**src/rtl/btg_pkg.sv**
```systemverilog
// ----------------------------------------------------------------------------
// btg_pkg - shared types and constants for the buzzer tone generator
// Command and result beat layouts, sequencer states, timing constants.
// ----------------------------------------------------------------------------
package btg_pkg;

	localparam int FREQ_W   = 16;
	localparam int DUR_W    = 16;
	localparam int HALF_W   = 19;   // half period in ticks, at most 500000
	localparam int COUNT_W  = 26;   // tick and period counts, at most 65535000
	localparam int DIVR_W   = HALF_W + 1;
	localparam int STEP_W   = 5;

	localparam logic [HALF_W-1:0]  HALF_US_NUM = HALF_W'(500000);
	localparam logic [9:0]         US_PER_MS   = 10'd1000;
	localparam logic [STEP_W-1:0]  DIV1_STEPS  = STEP_W'(HALF_W);
	localparam logic [STEP_W-1:0]  DIV2_STEPS  = STEP_W'(COUNT_W);

	localparam logic MODE_START = 1'b0;
	localparam logic MODE_TICK  = 1'b1;

	typedef struct packed {
		logic              mode;
		logic [FREQ_W-1:0] freq_hz;
		logic [DUR_W-1:0]  length_ms;
	} cmd_t;

	typedef struct packed {
		logic pin_level;
		logic sounding;
		logic busy_res;
		logic done_res;
	} res_t;

	typedef enum logic [1:0] {
		ST_IDLE,
		ST_DIV1,
		ST_DIV2,
		ST_OUT
	} state_t;

endpackage

```
**src/rtl/buzzer_tone_generator.sv**
```systemverilog
// ----------------------------------------------------------------------------
// buzzer_tone_generator - square wave tone generator for a buzzer pin
// Start commands set up a tone or rest; tick beats advance it by one microsecond.
// ----------------------------------------------------------------------------
// channel  dir  handshake            payload
// cmd      in   cmd_valid/cmd_stall  btg_pkg::cmd_t (mode, freq_hz, length_ms)
// res      out  res_valid/res_stall  btg_pkg::res_t (pin, sounding, busy, done)
// cfg      in   cfg_valid/cfg_ready  cfg_data = active_low
//
// A tick beat or a rest start goes from ST_IDLE straight to ST_OUT.
// A tone start passes ST_DIV1 and ST_DIV2: one shared restoring divider stage runs
// 19 steps for 500000/freq, then 26 steps for total/(2*half period).
// One command at a time: cmd_stall is high from acceptance until the result
// beat has left. arst_n clears all control state; active_low resets to 1.
// A held result beat stays stable while res_stall is high.
module buzzer_tone_generator (
	input  logic          clk,
	input  logic          arst_n,
	input  logic          cmd_valid,
	output logic          cmd_stall,
	input  btg_pkg::cmd_t cmd,
	output logic          res_valid,
	input  logic          res_stall,
	output btg_pkg::res_t res,
	input  logic          cfg_valid,
	output logic          cfg_ready,
	input  logic          cfg_data
);
	import btg_pkg::*;

	state_t state_q, state_nx;

	logic               active_low_q;
	logic [HALF_W-1:0]  hp_q;
	logic [COUNT_W-1:0] per_q;
	logic [HALF_W-1:0]  ph_q;
	logic               off_q;
	logic [COUNT_W-1:0] rt_q;
	logic               run_q;
	logic               rest_q;
	logic [COUNT_W-1:0] total_q;
	res_t               res_q;

	// shared divider
	logic [COUNT_W-1:0] quo_q;
	logic [DIVR_W-1:0]  rem_q;
	logic [DIVR_W-1:0]  dvs_q;
	logic [STEP_W-1:0]  cnt_q;
	logic [DIVR_W:0]    rem_sh;
	logic [DIVR_W+1:0]  diff;
	logic               q_bit;
	logic [COUNT_W-1:0] quo_nx;
	logic [DIVR_W-1:0]  rem_nx;

	logic               cmd_acc;
	logic [COUNT_W-1:0] total_nx;

	// tick update
	logic               tk_run, tk_rest, tk_off, tk_done;
	logic [HALF_W-1:0]  tk_ph, ph_dec;
	logic [COUNT_W-1:0] tk_per, tk_rt, per_dec, rt_dec;

	function automatic res_t make_res(logic snd, logic busy, logic done, logic al);
		res_t r;
		r.pin_level = snd ^ al;
		r.sounding  = snd;
		r.busy_res  = busy;
		r.done_res  = done;
		return r;
	endfunction

	assign cmd_acc   = cmd_valid && !cmd_stall;
	assign cfg_ready = 1'b1;
	assign total_nx  = COUNT_W'(cmd.length_ms * US_PER_MS);

	always_comb begin
		rem_sh = {rem_q, quo_q[COUNT_W-1]};
		diff   = {1'b0, rem_sh} - {2'b00, dvs_q};
		q_bit  = !diff[DIVR_W+1];
		rem_nx = q_bit ? diff[DIVR_W-1:0] : rem_sh[DIVR_W-1:0];
		quo_nx = {quo_q[COUNT_W-2:0], q_bit};
	end

	always_comb begin
		rt_dec  = rt_q - 1'b1;
		ph_dec  = ph_q - 1'b1;
		per_dec = per_q - 1'b1;
		tk_run  = run_q;
		tk_rest = rest_q;
		tk_off  = off_q;
		tk_ph   = ph_q;
		tk_per  = per_q;
		tk_rt   = rt_q;
		tk_done = 1'b0;
		if (run_q) begin
			if (rest_q) begin
				tk_rt = rt_dec;
				if (rt_dec == '0) begin
					tk_run  = 1'b0;
					tk_rest = 1'b0;
					tk_done = 1'b1;
				end
			end else begin
				tk_ph = ph_dec;
				if (ph_dec == '0) begin
					if (!off_q) begin
						tk_off = 1'b1;
						tk_ph  = hp_q;
					end else begin
						tk_per = per_dec;
						if (per_dec == '0) begin
							tk_run  = 1'b0;
							tk_off  = 1'b0;
							tk_done = 1'b1;
						end else begin
							tk_off = 1'b0;
							tk_ph  = hp_q;
						end
					end
				end
			end
		end
	end

	always_comb begin
		state_nx = state_q;
		unique case (state_q)
			ST_IDLE: begin
				if (cmd_acc) begin
					if (cmd.mode == MODE_TICK || cmd.freq_hz == '0)
						state_nx = ST_OUT;
					else
						state_nx = ST_DIV1;
				end
			end
			ST_DIV1: if (cnt_q == STEP_W'(1)) state_nx = ST_DIV2;
			ST_DIV2: if (cnt_q == STEP_W'(1)) state_nx = ST_OUT;
			ST_OUT:  if (!res_stall) state_nx = ST_IDLE;
			default: state_nx = ST_IDLE;
		endcase
	end

	always_comb begin
		cmd_stall = (state_q != ST_IDLE);
		res_valid = (state_q == ST_OUT);
		res       = res_q;
	end

	always_ff @(posedge clk or negedge arst_n) begin
		if (!arst_n) begin
			state_q      <= ST_IDLE;
			active_low_q <= 1'b1;
			hp_q         <= '0;
			per_q        <= '0;
			ph_q         <= '0;
			off_q        <= 1'b0;
			rt_q         <= '0;
			run_q        <= 1'b0;
			rest_q       <= 1'b0;
			cnt_q        <= '0;
		end else begin
			state_q <= state_nx;
			if (cfg_valid && cfg_ready)
				active_low_q <= cfg_data;
			unique case (state_q)
				ST_IDLE: begin
					if (cmd_acc && cmd.mode == MODE_TICK) begin
						run_q  <= tk_run;
						rest_q <= tk_rest;
						off_q  <= tk_off;
						ph_q   <= tk_ph;
						per_q  <= tk_per;
						rt_q   <= tk_rt;
					end else if (cmd_acc) begin
						// start drops whatever was running
						run_q  <= 1'b0;
						rest_q <= 1'b0;
						off_q  <= 1'b0;
						ph_q   <= '0;
						per_q  <= '0;
						rt_q   <= '0;
						cnt_q  <= DIV1_STEPS;
						if (cmd.freq_hz == '0 && total_nx != '0) begin
							run_q  <= 1'b1;
							rest_q <= 1'b1;
							rt_q   <= total_nx;
						end
					end
				end
				ST_DIV1: begin
					cnt_q <= cnt_q - 1'b1;
					if (cnt_q == STEP_W'(1)) begin
						hp_q  <= quo_nx[HALF_W-1:0];
						cnt_q <= DIV2_STEPS;
					end
				end
				ST_DIV2: begin
					cnt_q <= cnt_q - 1'b1;
					if (cnt_q == STEP_W'(1) && quo_nx != '0) begin
						run_q <= 1'b1;
						per_q <= quo_nx;
						ph_q  <= hp_q;
						off_q <= 1'b0;
					end
				end
				ST_OUT: ;
				default: ;
			endcase
		end
	end

	// datapath, no reset
	always_ff @(posedge clk) begin
		unique case (state_q)
			ST_IDLE: begin
				if (cmd_acc && cmd.mode == MODE_TICK) begin
					res_q <= make_res(tk_run && !tk_rest && !tk_off, tk_run, tk_done,
						active_low_q);
				end else if (cmd_acc) begin
					total_q <= total_nx;
					quo_q   <= {HALF_US_NUM, {(COUNT_W-HALF_W){1'b0}}};
					rem_q   <= '0;
					dvs_q   <= DIVR_W'(cmd.freq_hz);
					res_q   <= make_res(1'b0, total_nx != '0, total_nx == '0,
						active_low_q);
				end
			end
			ST_DIV1: begin
				quo_q <= quo_nx;
				rem_q <= rem_nx;
				if (cnt_q == STEP_W'(1)) begin
					quo_q <= total_q;
					rem_q <= '0;
					dvs_q <= {quo_nx[HALF_W-1:0], 1'b0};
				end
			end
			ST_DIV2: begin
				quo_q <= quo_nx;
				rem_q <= rem_nx;
				if (cnt_q == STEP_W'(1))
					res_q <= make_res(quo_nx != '0, quo_nx != '0, quo_nx == '0,
						active_low_q);
			end
			ST_OUT: ;
			default: ;
		endcase
	end

	a_tone_counts: assert property (@(posedge clk) disable iff (!arst_n)
		run_q && !rest_q |-> hp_q != '0 && ph_q != '0 && per_q != '0)
		else $error("tone running with a zero count");

	a_rest_count: assert property (@(posedge clk) disable iff (!arst_n)
		run_q && rest_q |-> rt_q != '0 && !off_q)
		else $error("rest running with zero ticks left");

	a_div_steps: assert property (@(posedge clk) disable iff (!arst_n)
		(state_q == ST_DIV1 || state_q == ST_DIV2) |-> cnt_q != '0)
		else $error("divider step count ran out");

	a_done_idle: assert property (@(posedge clk) disable iff (!arst_n)
		res_valid && res.done_res |-> !res.busy_res && !res.sounding)
		else $error("done beat reports busy");

	a_busy_match: assert property (@(posedge clk) disable iff (!arst_n)
		res_valid |-> res.busy_res == run_q)
		else $error("result busy flag disagrees with state");

endmodule

```
**config.mk**
```make
export PLATFORM = sky130hd
export DESIGN_NAME = buzzer_tone_generator
export DESIGN_NICKNAME = d
export VERILOG_FILES = /design/src/rtl/btg_pkg.sv /design/src/rtl/buzzer_tone_generator.sv
export SDC_FILE = /design/constraint.sdc
export NUM_CORES = 1
export LEC_CHECK = 0
export ABC_AREA = 1
export BUFFER_PORTS_ARGS = -buffer_cell sky130_fd_sc_hd__buf_2
export CORE_MARGIN = 5
export CORE_UTILIZATION = 50
export DETAILED_ROUTE_END_ITERATION = 8
export GPL_ROUTABILITY_DRIVEN = 0
export GPL_TIMING_DRIVEN = 0
export PLACE_DENSITY = 0.65
export SKIP_CTS_REPAIR_TIMING = 1
export SYNTH_ARGS = -nofsm -noshare
export SYNTH_HDL_FRONTEND = slang
export SYNTH_SLANG_ARGS = --single-unit
```
**constraint.sdc**
```tcl
create_clock -name clk -period 4.6 [get_ports clk]
set_input_delay 0.69 -clock clk [delete_from_list [all_inputs] [get_ports clk]]
set_output_delay 0.69 -clock clk [all_outputs]
set_load 0.005 [all_outputs]
```
==> Word level (Yosys, flattened, before mapping) <==
Cells that the tools add are included.
{ "word_totals": {"wordCells": 157, "in_bits": 39, "output_inout_bits": 7, "register_bits": 194} }
{ "op_classes": {"reduce_logical": 36, "bitwise_logic": 3, "n_addsub": 5, "multipliers": 1, "n_mux": 77, "eq_ne": 17} }
{ "op_table": {"columns": ["operator", "n"], "rows": [
  ["26-bit 2-to-1 mux", 15],
  ["19-bit 2-to-1 mux", 8],
  ["20-bit 2-to-1 mux", 7],
  ["26-bit zero test", 4],
  ["26-bit one-hot mux with 3 select lines", 1],
  ["20-bit one-hot mux with 3 select lines", 1],
  ["26-bit one-hot mux with 2 select lines", 1],
  ["26-bit nonzero test", 2],
  ["26-bit by 1-bit subtractor with 26-bit output (second input constant)", 2],
  ["20-bit one-hot mux with 2 select lines", 1],
  ["19-bit one-hot mux with 2 select lines", 1],
  ["1-bit 2-to-1 mux", 26],
  ["16-bit by 7-bit multiplier with 23-bit output (second input constant)", 1],
  ["21-bit by 20-bit subtractor with 22-bit output", 1],
  ["19-bit zero test", 1],
  ["19-bit by 1-bit subtractor with 19-bit output (second input constant)", 1],
  ["16-bit zero test", 1],
  ["2-bit inequality test (second input constant)", 8],
  ["5-bit 2-to-1 mux", 3],
  ["3-bit inequality test (second input constant)", 5],
  ["5-bit one-hot mux with 3 select lines", 1],
  ["4-bit 2-to-1 mux", 3],
  ["3-bit AND reduction", 4],
  ["4-bit AND reduction", 3],
  ["other kinds (19)", 38]
]} }

==> Depth between registers and ports, before layout <==
Gate-level depths: netlist (run 1).
{ "logic_depth": {"depth_word": 12, "depth_mapped": 26, "ltp_nobuf": 26} }

==> Least setup slack after synthesis (run 1) <==
No wires, ideal clock.
{ "synth_timing": {"kind": "input to register", "start": "input cmd[5] in the netlist's numbering", "end": "register res_q (netlist bit res[1]), data pin", "arrival_time_ps": 4531, "stages": 19, "path_slack_ps": -199, "required_ps": 4332, "setup_ps": 268, "path_buffers": 0, "path_cell_list": "inv_1 > fa_1 > fa_1 > fa_1 > inv_1 > fa_1 > ha_1 > a21oi_1 > a21boi_0 > nand2_1 > or2_2 > nand2_1 > nand2_1 > nor2_1 > nand3_1 > nor2_1 > nand2_2 > nand2_1 > a31oi_1"} }
{ "synth_via": {"elab_chain_len": 5} }
{ "synth_lines": {"columns": ["item", "line", "source"], "rows": [
  ["start, declared", "buzzer_tone_generator.sv:21", "input btg_pkg::cmd_t cmd,"],
  ["16-bit by 7-bit multiplier with 23-bit output", "buzzer_tone_generator.sv:74", "assign total_nx = COUNT_W'(cmd.length_ms * US_PER_MS);"],
  ["26-bit nonzero test", "buzzer_tone_generator.sv:224", "res_q <= make_res(1'b0, total_nx != '0, total_nx == '0,"],
  ["4-bit 2-to-1 mux", "buzzer_tone_generator.sv:219", "end else if (cmd_acc) begin"],
  ["4-bit 2-to-1 mux", "buzzer_tone_generator.sv:216", "if (cmd_acc && cmd.mode == MODE_TICK) begin"],
  ["4-bit one-hot mux with 2 select lines", "buzzer_tone_generator.sv:214", "unique case (state_q)"],
  ["end signal, assigned", "buzzer_tone_generator.sv:217", "res_q <= make_res(tk_run && !tk_rest && !tk_off, tk_run, tk_done,"],
  ["end signal, assigned", "buzzer_tone_generator.sv:224", null],
  ["end signal, assigned", "buzzer_tone_generator.sv:241", "res_q <= make_res(quo_nx != '0, quo_nx != '0, quo_nx == '0,"],
  ["end, declared", "buzzer_tone_generator.sv:42", "res_t res_q;"]
]} }
No other way between the ends. The select of a mux whose other input is x is not followed.
A chain may end at the register's enable or synchronous reset.

==> Worst setup path after layout (run 1) <==
{ "layout_timing": {"start": "input cmd[3] in the netlist's numbering", "end": "register rt_q[7]"} }
{ "layout_via": {"elab_chain_len": 6} }
{ "layout_lines": {"columns": ["item", "line", "source"], "rows": [
  ["16-bit by 7-bit multiplier with 23-bit output", "buzzer_tone_generator.sv:74", null],
  ["named net total_nx[17]", "buzzer_tone_generator.sv:56", "logic [COUNT_W-1:0] total_nx;"],
  ["26-bit nonzero test", "buzzer_tone_generator.sv:183", "if (cmd.freq_hz == '0 && total_nx != '0) begin"],
  ["1-bit logical AND", "buzzer_tone_generator.sv:183", null],
  ["26-bit 2-to-1 mux", "buzzer_tone_generator.sv:183", null],
  ["26-bit 2-to-1 mux", "buzzer_tone_generator.sv:174", "end else if (cmd_acc) begin"],
  ["26-bit 2-to-1 mux", "buzzer_tone_generator.sv:167", "if (cmd_acc && cmd.mode == MODE_TICK) begin"],
  ["end signal, assigned", "buzzer_tone_generator.sv:173", "rt_q <= tk_rt;"],
  ["end signal, assigned", "buzzer_tone_generator.sv:186", "rt_q <= total_nx;"],
  ["end, declared", "buzzer_tone_generator.sv:38", "logic [COUNT_W-1:0] rt_q;"]
]} }
The timed path passes the listed nets, and every way through them passes these cells. The select of a mux whose other input is x is not followed.

==> flow_summary.ini, run 1 <==
[status]
run_status = finished, final reports clean

[sta]
max_slew_margin_pct = 50.0
period_needed_ps = 4580
tightestPinTransition_ps = 750
setup-violations-final = 0
share_of_the_clock_period_used_by_the_worst_path_after_layout_pct = 99.6
rsz0062_at_grt = true
finalClockSkew_ps = 28.0
timing_max_transition_violations_final = 0
timing.final.hold_violations = 0
finalWorstSetupSlack_ps = 19.6
f_max_ghz = 0.218
fin_hold_ws_ps = 214

[placement]
post-place-ws_ps = -898
place.port_buffers = 44
dp_hpwl_mm = 31.7

[setup_path]
crit-reg2reg-launch = state_q[0]$_DFFE_PN0P_
startpoint_type = primary input
crit_start = cmd[3]
crit_path_max_fanout = 5
worstSetupPathType = primary input to flop
worstSetupEndpointType = flop
worst_ep_required_time_ps = 4920
critPathArrivalTime_ps = 4900

[yosys]
synthTopCellsByCount = sky130_fd_sc_hd__nand2_1 (366), sky130_fd_sc_hd__inv_1 (280), sky130_fd_sc_hd__nor2_1 (204), sky130_fd_sc_hd__a21oi_1 (125), sky130_fd_sc_hd__o21ai_0 (104)
async_flop_share_pct = 52.1
ys_dominant_reg_cell = sky130_fd_sc_hd__dfrtp_1
number_of_warnings_printed_during_yosys_synthesis = 0
synthesis.instances = 1883
ys_types = 53
mappedNetlistArea_um2 = 15000
average_cell_area_after_synthesis_um2 = 7.94
synth_largest_area_cell = sky130_fd_sc_hd__edfxtp_1
synth_sequential_area_ratio_pct = 35.6
synth-edff-count = 93
ys_ff_latch = 194
synthDominantCellAreaShare_pct = 18.7
netlist_top_cells_area = sky130_fd_sc_hd__edfxtp_1 (19%), sky130_fd_sc_hd__dfrtp_1 (17%), sky130_fd_sc_hd__nand2_1 (9.2%)
mappedNetlistNets = 2063
post-synth-top-count-cell = sky130_fd_sc_hd__nand2_1

[clock_tree]
clkSinkCount = 194
worst_skew_pair.late_latency_ps = 450
cts.reportedPaths.clkPinSlew_ps = 70
cts_tree = yes
ctsLongestPathBuffers = 2
cts_made_buffers = 17
clock_tree.htree_level_count = 4
clock_tree_root_buffer_cell = sky130_fd_sc_hd__clkbuf_16

[global_route]
grt_first_pass_wirelength_mm = 66.2
groute.layer.met3.usage_pct = 3.27
first_global_vias = 12800
initial_antenna_violation_count = 0
busiest_layer = met2
grt-ovfl-total = 0
met2_global_route_usage_pct = 40.5
grt_max_degree = 69
grtUsageTotal_pct = 24.3
grt_use_met1_pct = 34.1

[layout]
fin_nets = 2163
antenna_cells_inserted = 0
share_of_cells_above_drive_strength_1_pct = 15.6
syn2layout_area_growth_pct = 15.8

[drt]
route.detailed.drc = 0
vias = 13200
final_antenna_net_count = 0
detail_route.iter0.violations = 1100
post_detailed_routing_wire_length_mm = 41.5
post_drt_wl_per_cell_um = 17.4
drt-vias-per-instance = 5.54
drt_pre_antenna_iters = 7

[power]
vdd.ir_drop.worst_uv = 472
total_power_w = 0.0149
power.density_cell_area_nw_per_um2 = 861
total_leakage_power_nw = 7.85

[min_path]
hp-class = primary input to async pin

[floorplan]
fp-row-count = 63
core_area_um2 = 29600
floorplan.die_area_um2 = 33500
fp.dieH_um = 183
io-pin-count = 46
initial_util_pct = 50.6
die_w_um = 183

[run]
max_cap_violations = 0
-- cell usage in the layout, fill, tap and decap left out, drive strengths merged, types with 49 or more instances in the layout --
master and n:
nor2 224, buf 100, a21oi 126, edfxtp 93, nand3 103, fa 53
o21ai 132, nand2 374, ha 88, nand4 54, inv 291, clkbuf 54
xor2 49, dfrtp 100
-- worst max-delay path, cell delays in order --
cell	delay, ps
sky130_fd_sc_hd__buf_8	120
sky130_fd_sc_hd__fa_1	520
sky130_fd_sc_hd__inv_1	50
sky130_fd_sc_hd__fa_1	450
sky130_fd_sc_hd__fa_1	500
sky130_fd_sc_hd__inv_1	50
sky130_fd_sc_hd__fa_1	520
sky130_fd_sc_hd__ha_4	240
sky130_fd_sc_hd__a21oi_4	180
sky130_fd_sc_hd__inv_1	90
sky130_fd_sc_hd__nor2_1	150
sky130_fd_sc_hd__nand2_2	110
sky130_fd_sc_hd__nand2_2	100
sky130_fd_sc_hd__nand2_2	70
sky130_fd_sc_hd__xor2_2	200
sky130_fd_sc_hd__nor2_1	120
sky130_fd_sc_hd__nand3_1	120
sky130_fd_sc_hd__nor2_4	160
sky130_fd_sc_hd__nand2_4	100
sky130_fd_sc_hd__buf_6	140
sky130_fd_sc_hd__nand4_1	120
sky130_fd_sc_hd__a21oi_1	90
-- flip-flops by register name, summed over array words and instances, names as in the netlist --
register	count
run_q	1
total_q	23
active_low_q	1
rem_q	20
per_q	26
ph_q	19
off_q	1
dvs_q	20
hp_q	19
state_q	2
quo_q	26
rt_q	26
res	4
cnt_q	5
rest_q	1
-- metrics by stage --
stage	util [%]	setup TNS [ps]	instance area, um^2	cells
floorplan	-	0	15100	1883
global placement	53.4	-22140	15800	2317
detailed placement	53.7	-22710	15900	2322
CTS	55.7	-9620	16500	2354
global route	58.6	-2210	17300	2386
finish	58.6	0	17300	2386
-- logic make-up (layout without fill, tap and decap cells) --
kind of cell / Yosys count / after routing / synth area share [%]
fa+ha+maj: 141 / 141 / 14.5
flops: 194 / 194 / 35.6
xor+xnor: 71 / 71 / 4.16
simple gates: 778 / 779 / 22.5
buf+inv: 344 / 456 / 9.19
other cells: 1 / 1 / 0.0251
compound gates: 354 / 354 / 14.0
-- layout make-up --
class / instances / area (um^2)
multi-input combinational: 1346 / 8890
fill: 2618 / 12200
tap: 390 / 488
buffer: 57 / 304
inverter: 287 / 1100
clock inverter: 15 / 156
timing repair buffer: 80 / 623
clock buffer: 17 / 425
sequential: 194 / 5320
-- metal layers --
layer | up-vias | share of wire, %
li1 | 6414 | -
met1 | 6368 | 44
met2 | 392 | 48
met3 | 56 | 5.3
met4 | 0 | 2.1
met5 | - | 0
-- path summary, 6_finish.rpt --
path                                       endpoint  slack (ps)  cells past startpoint
max in group asynchronous       hp_q[2]$_DFFE_PN0P_        3670                      2
setup reg to reg                   res[3]$_DFFE_PP_        1280                     12
hold / removal                 rt_q[21]$_DFFE_PN0P_         210                      1
setup / recovery                rt_q[7]$_DFFE_PN0P_          20                     22
min in group clk           active_low_q$_DFFE_PN1P_         420                      2
hold reg to reg            active_low_q$_DFFE_PN1P_         500                      2
-- power breakdown --
part	switching, W	total, W	leakage (nW)	internal [W]
clock network	0.000751	0.00150	0.295	0.000750
logic	0.00620	0.00988	5.38	0.00368
registers	0.000591	0.00353	2.17	0.00294
Power figures use the tool's default switching activity.
==> run 2: changes to the inputs <==
--- a/config.mk
+++ b/config.mk
@@ -6,13 +6,13 @@
 export NUM_CORES = 1
 export LEC_CHECK = 0
 export ABC_AREA = 1
-export BUFFER_PORTS_ARGS = -buffer_cell sky130_fd_sc_hd__buf_2
 export CORE_MARGIN = 5
 export CORE_UTILIZATION = 50
 export DETAILED_ROUTE_END_ITERATION = 8
+export DONT_BUFFER_PORTS = 1
 export GPL_ROUTABILITY_DRIVEN = 0
 export GPL_TIMING_DRIVEN = 0
-export PLACE_DENSITY = 0.65
+export PLACE_DENSITY = 0.64
 export SKIP_CTS_REPAIR_TIMING = 1
 export SYNTH_ARGS = -nofsm -noshare
 export SYNTH_HDL_FRONTEND = slang
==> run 2 against run 1 <==
Wire length is 2.4% lower. Clock skew down 6.2 ps. Critical path depth down 1. Critical path type unchanged. Largest power group unchanged. Highest routed layer unchanged.
==> flow_summary.ini, run 2 (same netlist as run 1, synthesis figures left out) <==
[drt]
drt-vias-per-instance = 5.47
detail_route.iter0.violations = 1079
post_detailed_routing_wire_length_mm = 40.5
post_drt_wl_per_cell_um = 17.3
vias = 12800
route.detailed.drc = 0
drt_pre_antenna_iters = 6
final_antenna_net_count = 0

[sta]
timing.final.hold_violations = 0
finalClockSkew_ps = 21.7
period_needed_ps = 4480
tightestPinTransition_ps = 794
share_of_the_clock_period_used_by_the_worst_path_after_layout_pct = 97.3
max_slew_margin_pct = 46.9
timing_max_transition_violations_final = 0
setup-violations-final = 0
f_max_ghz = 0.223

[layout]
layout_common_cells = sky130_fd_sc_hd__nand2_1 (353), sky130_fd_sc_hd__inv_1 (269), sky130_fd_sc_hd__nor2_1 (191)
share_of_cells_above_drive_strength_1_pct = 11.6
layout_commonest_cell = sky130_fd_sc_hd__nand2_1
postLayoutCellArea_um2 = 16700
antenna_cells_inserted = 0
syn2layout_area_growth_pct = 11.9
largestRegisters = per_q: 26 flops, quo_q: 26 flops, rt_q: 26 flops
post-route-util_pct = 56.6
layout.filler_cells = 2745
multi_input_comb_area_um2 = 8690
layout.cells.non_filler = 2333
fin_nets = 2110
seqCellArea_um2 = 5320

[setup_path]
cp_slowest_stage_delay_ps = 550
critPathTopFamily = adder cells
path_cells = fa_1, inv_1, fa_1, fa_1, inv_1, fa_1, ha_4, nand2_1, nor2_2, nand2_1, nand2_1, nand2_1, nand2_1, xor2_2, nor2_1, nand3_1, nor2_2, nand2_4, buf_2, nand4_1, a21oi_1
rr_worst_depth = 12
setup.reg_to_reg.worst_slack_ps = 1240
r2r_end = res[3]$_DFFE_PP_
critPathArrivalTime_ps = 4840
crit-reg2reg-launch = state_q[0]$_DFFE_PN0P_
worstSetupPathType = primary input to flop
cp_num_buf_inv = 3
worst_ep_required_time_ps = 4960
worstSetupEndpointType = flop
startpoint_type = primary input
timing.critical_path.depth = 21
crit_path_max_fanout = 8
cpMaxStageDelayCell = sky130_fd_sc_hd__fa_1
timing.critical_path.mode_cell = sky130_fd_sc_hd__nand2_1

[run]
max_cap_violations = 0

[clock_tree]
cts.reportedPaths.clkPinSlew_ps = 80
cts_made_buffers = 17
clock_tree.htree_level_count = 4
clkSinkCount = 194
clock_tree_root_buffer_cell = sky130_fd_sc_hd__clkbuf_16
worst_skew_pair.late_latency_ps = 450
ctsLongestPathBuffers = 2
cts_tree = yes

[floorplan]
fp.dieH_um = 183
fp-row-count = 63
core_area_um2 = 29600
initial_util_pct = 50.6
io-pin-count = 46
floorplan.die_area_um2 = 33500
die_w_um = 183

[global_route]
first_global_vias = 12400
grt_max_degree = 102
grt-ovfl-total = 0
initial_antenna_violation_count = 0
grt_first_pass_wirelength_mm = 65.7
grtUsageTotal_pct = 24.4

[power]
vdd.ir_drop.worst_uv = 410
power.density_cell_area_nw_per_um2 = 845
total_leakage_power_nw = 7.52

[placement]
place.port_buffers = 0
place_area_um2 = 15600
dp.cells = 2277
dp_hpwl_mm = 31.5

[min_path]
hp-class = primary input to async pin

[status]
run_status = finished, final reports clean
run 2: per-stage QoR:
| step | total power [W] | setup WS [ps] | TNS (ps) | hold slack [ps] |
|---|---|---|---|---|
| finish | 0.0141 | 122 | 0 | 87.3 |
| global route | 0.0154 | -36.2 | -390 | 60.6 |
| detailed placement | 0.0117 | -574 | -13550 | 405 |
| CTS | 0.0133 | -125 | -1750 | -67.2 |
| floorplan | 0.00953 | 3.30 | 0 | 394 |
| global placement | 0.0116 | -520 | -13460 | 405 |
run 2: cell type report:
type	count	area share, %
multi-input cells	1345	51.9
flip-flops and latches	194	31.8
inverters	287	6.59
well taps	390	2.92
clock buffers	18	2.56
plain buffers	57	1.82
repair buffers	28	1.60
clock inverters	14	0.830
run 2: power breakdown:
group	switching [W]	leakage, nW	total, W	internal (W)
clock	0.000755	0.280	0.00148	0.000724
sequential	0.000591	2.17	0.00353	0.00294
combinational	0.00580	5.07	0.00913	0.00333
total	0.00715	7.52	0.0141	0.00699
run 2: worst max path at each step:
| stage | start | endpoint | slack, ps |
|---|---|---|---|
| global route | cmd[5] | res[0]$_DFFE_PP_ | -40 |
| detailed placement | cmd[8] | rt_q[7]$_DFFE_PN0P_ | -570 |
| CTS | cmd[8] | rt_q[23]$_DFFE_PN0P_ | -130 |
| finish | cmd[3] | rt_q[8]$_DFFE_PN0P_ | 120 |
| global placement | cmd[1] | res[0]$_DFFE_PP_ | -520 |
| floorplan | cmd[5] | res[1]$_DFFE_PP_ | 3 |
run 2: routing by layer:
| layer | part of all wire, % | GRT usage, % |
|---|---|---|
| met1 | 44 | 33.8 |
| met2 | 48 | 40.1 |
| met3 | 5.4 | 3.33 |
| met4 | 2.5 | 7.30 |
| met5 | 0 | 0 |
==> run 3: changes to the inputs <==
--- a/config.mk
+++ b/config.mk
@@ -12,6 +12,7 @@
 export DONT_BUFFER_PORTS = 1
 export GPL_ROUTABILITY_DRIVEN = 0
 export GPL_TIMING_DRIVEN = 0
+export MAX_ROUTING_LAYER = met4
 export PLACE_DENSITY = 0.64
 export SKIP_CTS_REPAIR_TIMING = 1
 export SYNTH_ARGS = -nofsm -noshare
==> run 3 against run 2 <==
Via count is 0.16% higher. Largest power group unchanged. Clock power hardly changed. Die area stayed put. Highest routed layer unchanged.
==> flow_summary.ini, run 3 (same netlist as run 1, synthesis figures left out) <==
[global_route]
first_global_vias = 12500
grt_max_degree = 102
grt-ovfl-total = 0
initial_antenna_violation_count = 0
grtUsageTotal_pct = 25.1
grt_first_pass_wirelength_mm = 65.6

[drt]
drt_pre_antenna_iters = 5
post_drt_wl_per_cell_um = 17.4
post_detailed_routing_wire_length_mm = 40.6
drt-vias-per-instance = 5.48
vias = 12800
detail_route.iter0.violations = 1021
route.detailed.drc = 0
final_antenna_net_count = 0

[layout]
multi_input_comb_area_um2 = 8690
layout.cells.non_filler = 2333
layout.filler_cells = 2745
post-route-util_pct = 56.6
layout_common_cells = sky130_fd_sc_hd__nand2_1 (353), sky130_fd_sc_hd__inv_1 (269), sky130_fd_sc_hd__nor2_1 (190)
share_of_cells_above_drive_strength_1_pct = 11.6
syn2layout_area_growth_pct = 11.9
layout_commonest_cell = sky130_fd_sc_hd__nand2_1
antenna_cells_inserted = 0
seqCellArea_um2 = 5320
largestRegisters = per_q: 26 flops, quo_q: 26 flops, rt_q: 26 flops
fin_nets = 2110
postLayoutCellArea_um2 = 16700

[status]
run_status = finished, final reports clean

[clock_tree]
worst_skew_pair.late_latency_ps = 450
clock_tree.htree_level_count = 4
clock_tree_root_buffer_cell = sky130_fd_sc_hd__clkbuf_16
clkSinkCount = 194
cts_made_buffers = 17
cts.reportedPaths.clkPinSlew_ps = 80
ctsLongestPathBuffers = 2
cts_tree = yes

[power]
power.density_cell_area_nw_per_um2 = 845
share_clk_of_total_power_pct = 10.5
total_leakage_power_nw = 7.52
seq_power_share_pct = 25.0
vdd.ir_drop.worst_uv = 410
netSwitchingFraction_pct = 50.6
power.net_switching_w = 0.00715
comb_power_share_pct = 64.6
cell_internal_pwr_w = 0.00699

[setup_path]
worstSetupPathType = primary input to flop
crit_path_max_fanout = 8
startpoint_type = primary input
critPathArrivalTime_ps = 4840
worst_ep_required_time_ps = 4960
worstSetupEndpointType = flop

[sta]
setup-violations-final = 0
max_slew_margin_pct = 45.4
finalClockSkew_ps = 21.5
timing.final.hold_violations = 0
share_of_the_clock_period_used_by_the_worst_path_after_layout_pct = 97.4
tightestPinTransition_ps = 816
f_max_ghz = 0.223
period_needed_ps = 4480
fin_hold_ws_ps = 89.7
timing_max_transition_violations_final = 0
finalWorstSetupSlack_ps = 119

[min_path]
hp-class = primary input to async pin

[floorplan]
io-pin-count = 46
initial_util_pct = 50.6
fp-row-count = 63
fp.dieH_um = 183
die_w_um = 183
core_area_um2 = 29600
floorplan.die_area_um2 = 33500

[placement]
place_area_um2 = 15600
dp_hpwl_mm = 31.5
post-place-ws_ps = -574
place.port_buffers = 0
dp.cells = 2277

[run]
max_cap_violations = 0
==> run 3: changes by cell type in the layout (fill, tap and decap cells not counted) <==
cell / previous run / this run
sky130_fd_sc_hd__nor2_1: 191 / 190
sky130_fd_sc_hd__nor2_2: 26 / 27
==> run 3: area by class of cell <==
class | instances | share of cell area [%]
multi-input combinational | 1345 | 51.9
sequential | 194 | 31.8
inverter | 287 | 6.59
tap | 390 | 2.91
clock buffer | 18 | 2.56
buffer | 57 | 1.82
timing repair buffer | 28 | 1.60
clock inverter | 14 | 0.830
==> run 3: power groups by stage <==
stage / registers [W] / logic (W) / clock network [W]
after floorplan: 0.00337 / 0.00616 / 0
after global placement: 0.00356 / 0.00799 / 0
after detailed placement: 0.00355 / 0.00820 / 0
after CTS: 0.00352 / 0.00824 / 0.00150
after global routing: 0.00362 / 0.0102 / 0.00159
final: 0.00353 / 0.00914 / 0.00148
==> run 3: stage by stage <==
step	TNS, ps	power (W)
2_1_floorplan	0	0.00953
5_1_grt	-392	0.0154
3_5_place_dp	-13550	0.0117
6_report	0	0.0141
4_1_cts	-1750	0.0133
3_3_place_gp	-13460	0.0116
==> run 3: path summary, 6_finish.rpt <==
check / startpoint / endpoint / slack [ps] / cells after the start
max: cmd[3] / rt_q[8]$_DFFE_PN0P_ / 120 / 21
min: arst_n / active_low_q$_DFFE_PN1P_ / 90 / 0
max reg2reg: state_q[0]$_DFFE_PN0P_ / res[3]$_DFFE_PP_ / 1230 / 12
min reg2reg: active_low_q$_DFFE_PN1P_ / active_low_q$_DFFE_PN1P_ / 500 / 2
max in group asynchronous: arst_n / ph_q[6]$_DFFE_PN0P_ / 3970 / 1
min in group clk: cfg_valid / active_low_q$_DFFE_PN1P_ / 310 / 1
==> run 3: per-layer routing <==
metal	vias to the layer above	track usage [%]	wire, um
li1	6316	-	-
met1	6062	33.8	18000
met2	342	40.1	19300
met3	64	3.33	2150
met4	0	7.30	1090
met5	-	-	0
==> run 3: worst max-delay path, cell delays in order <==
cell	delay [ps]
sky130_fd_sc_hd__fa_1	520
sky130_fd_sc_hd__inv_1	50
sky130_fd_sc_hd__fa_1	470
sky130_fd_sc_hd__fa_1	550
sky130_fd_sc_hd__inv_1	60
sky130_fd_sc_hd__fa_1	520
sky130_fd_sc_hd__ha_4	330
sky130_fd_sc_hd__nand2_1	130
sky130_fd_sc_hd__nor2_2	170
sky130_fd_sc_hd__nand2_1	70
sky130_fd_sc_hd__nand2_1	110
sky130_fd_sc_hd__nand2_1	70
sky130_fd_sc_hd__nand2_1	100
sky130_fd_sc_hd__xor2_2	210
sky130_fd_sc_hd__nor2_1	60
sky130_fd_sc_hd__nand3_1	80
sky130_fd_sc_hd__nor2_2	60
sky130_fd_sc_hd__nand2_4	140
sky130_fd_sc_hd__buf_2	170
sky130_fd_sc_hd__nand4_1	120
sky130_fd_sc_hd__a21oi_1	160
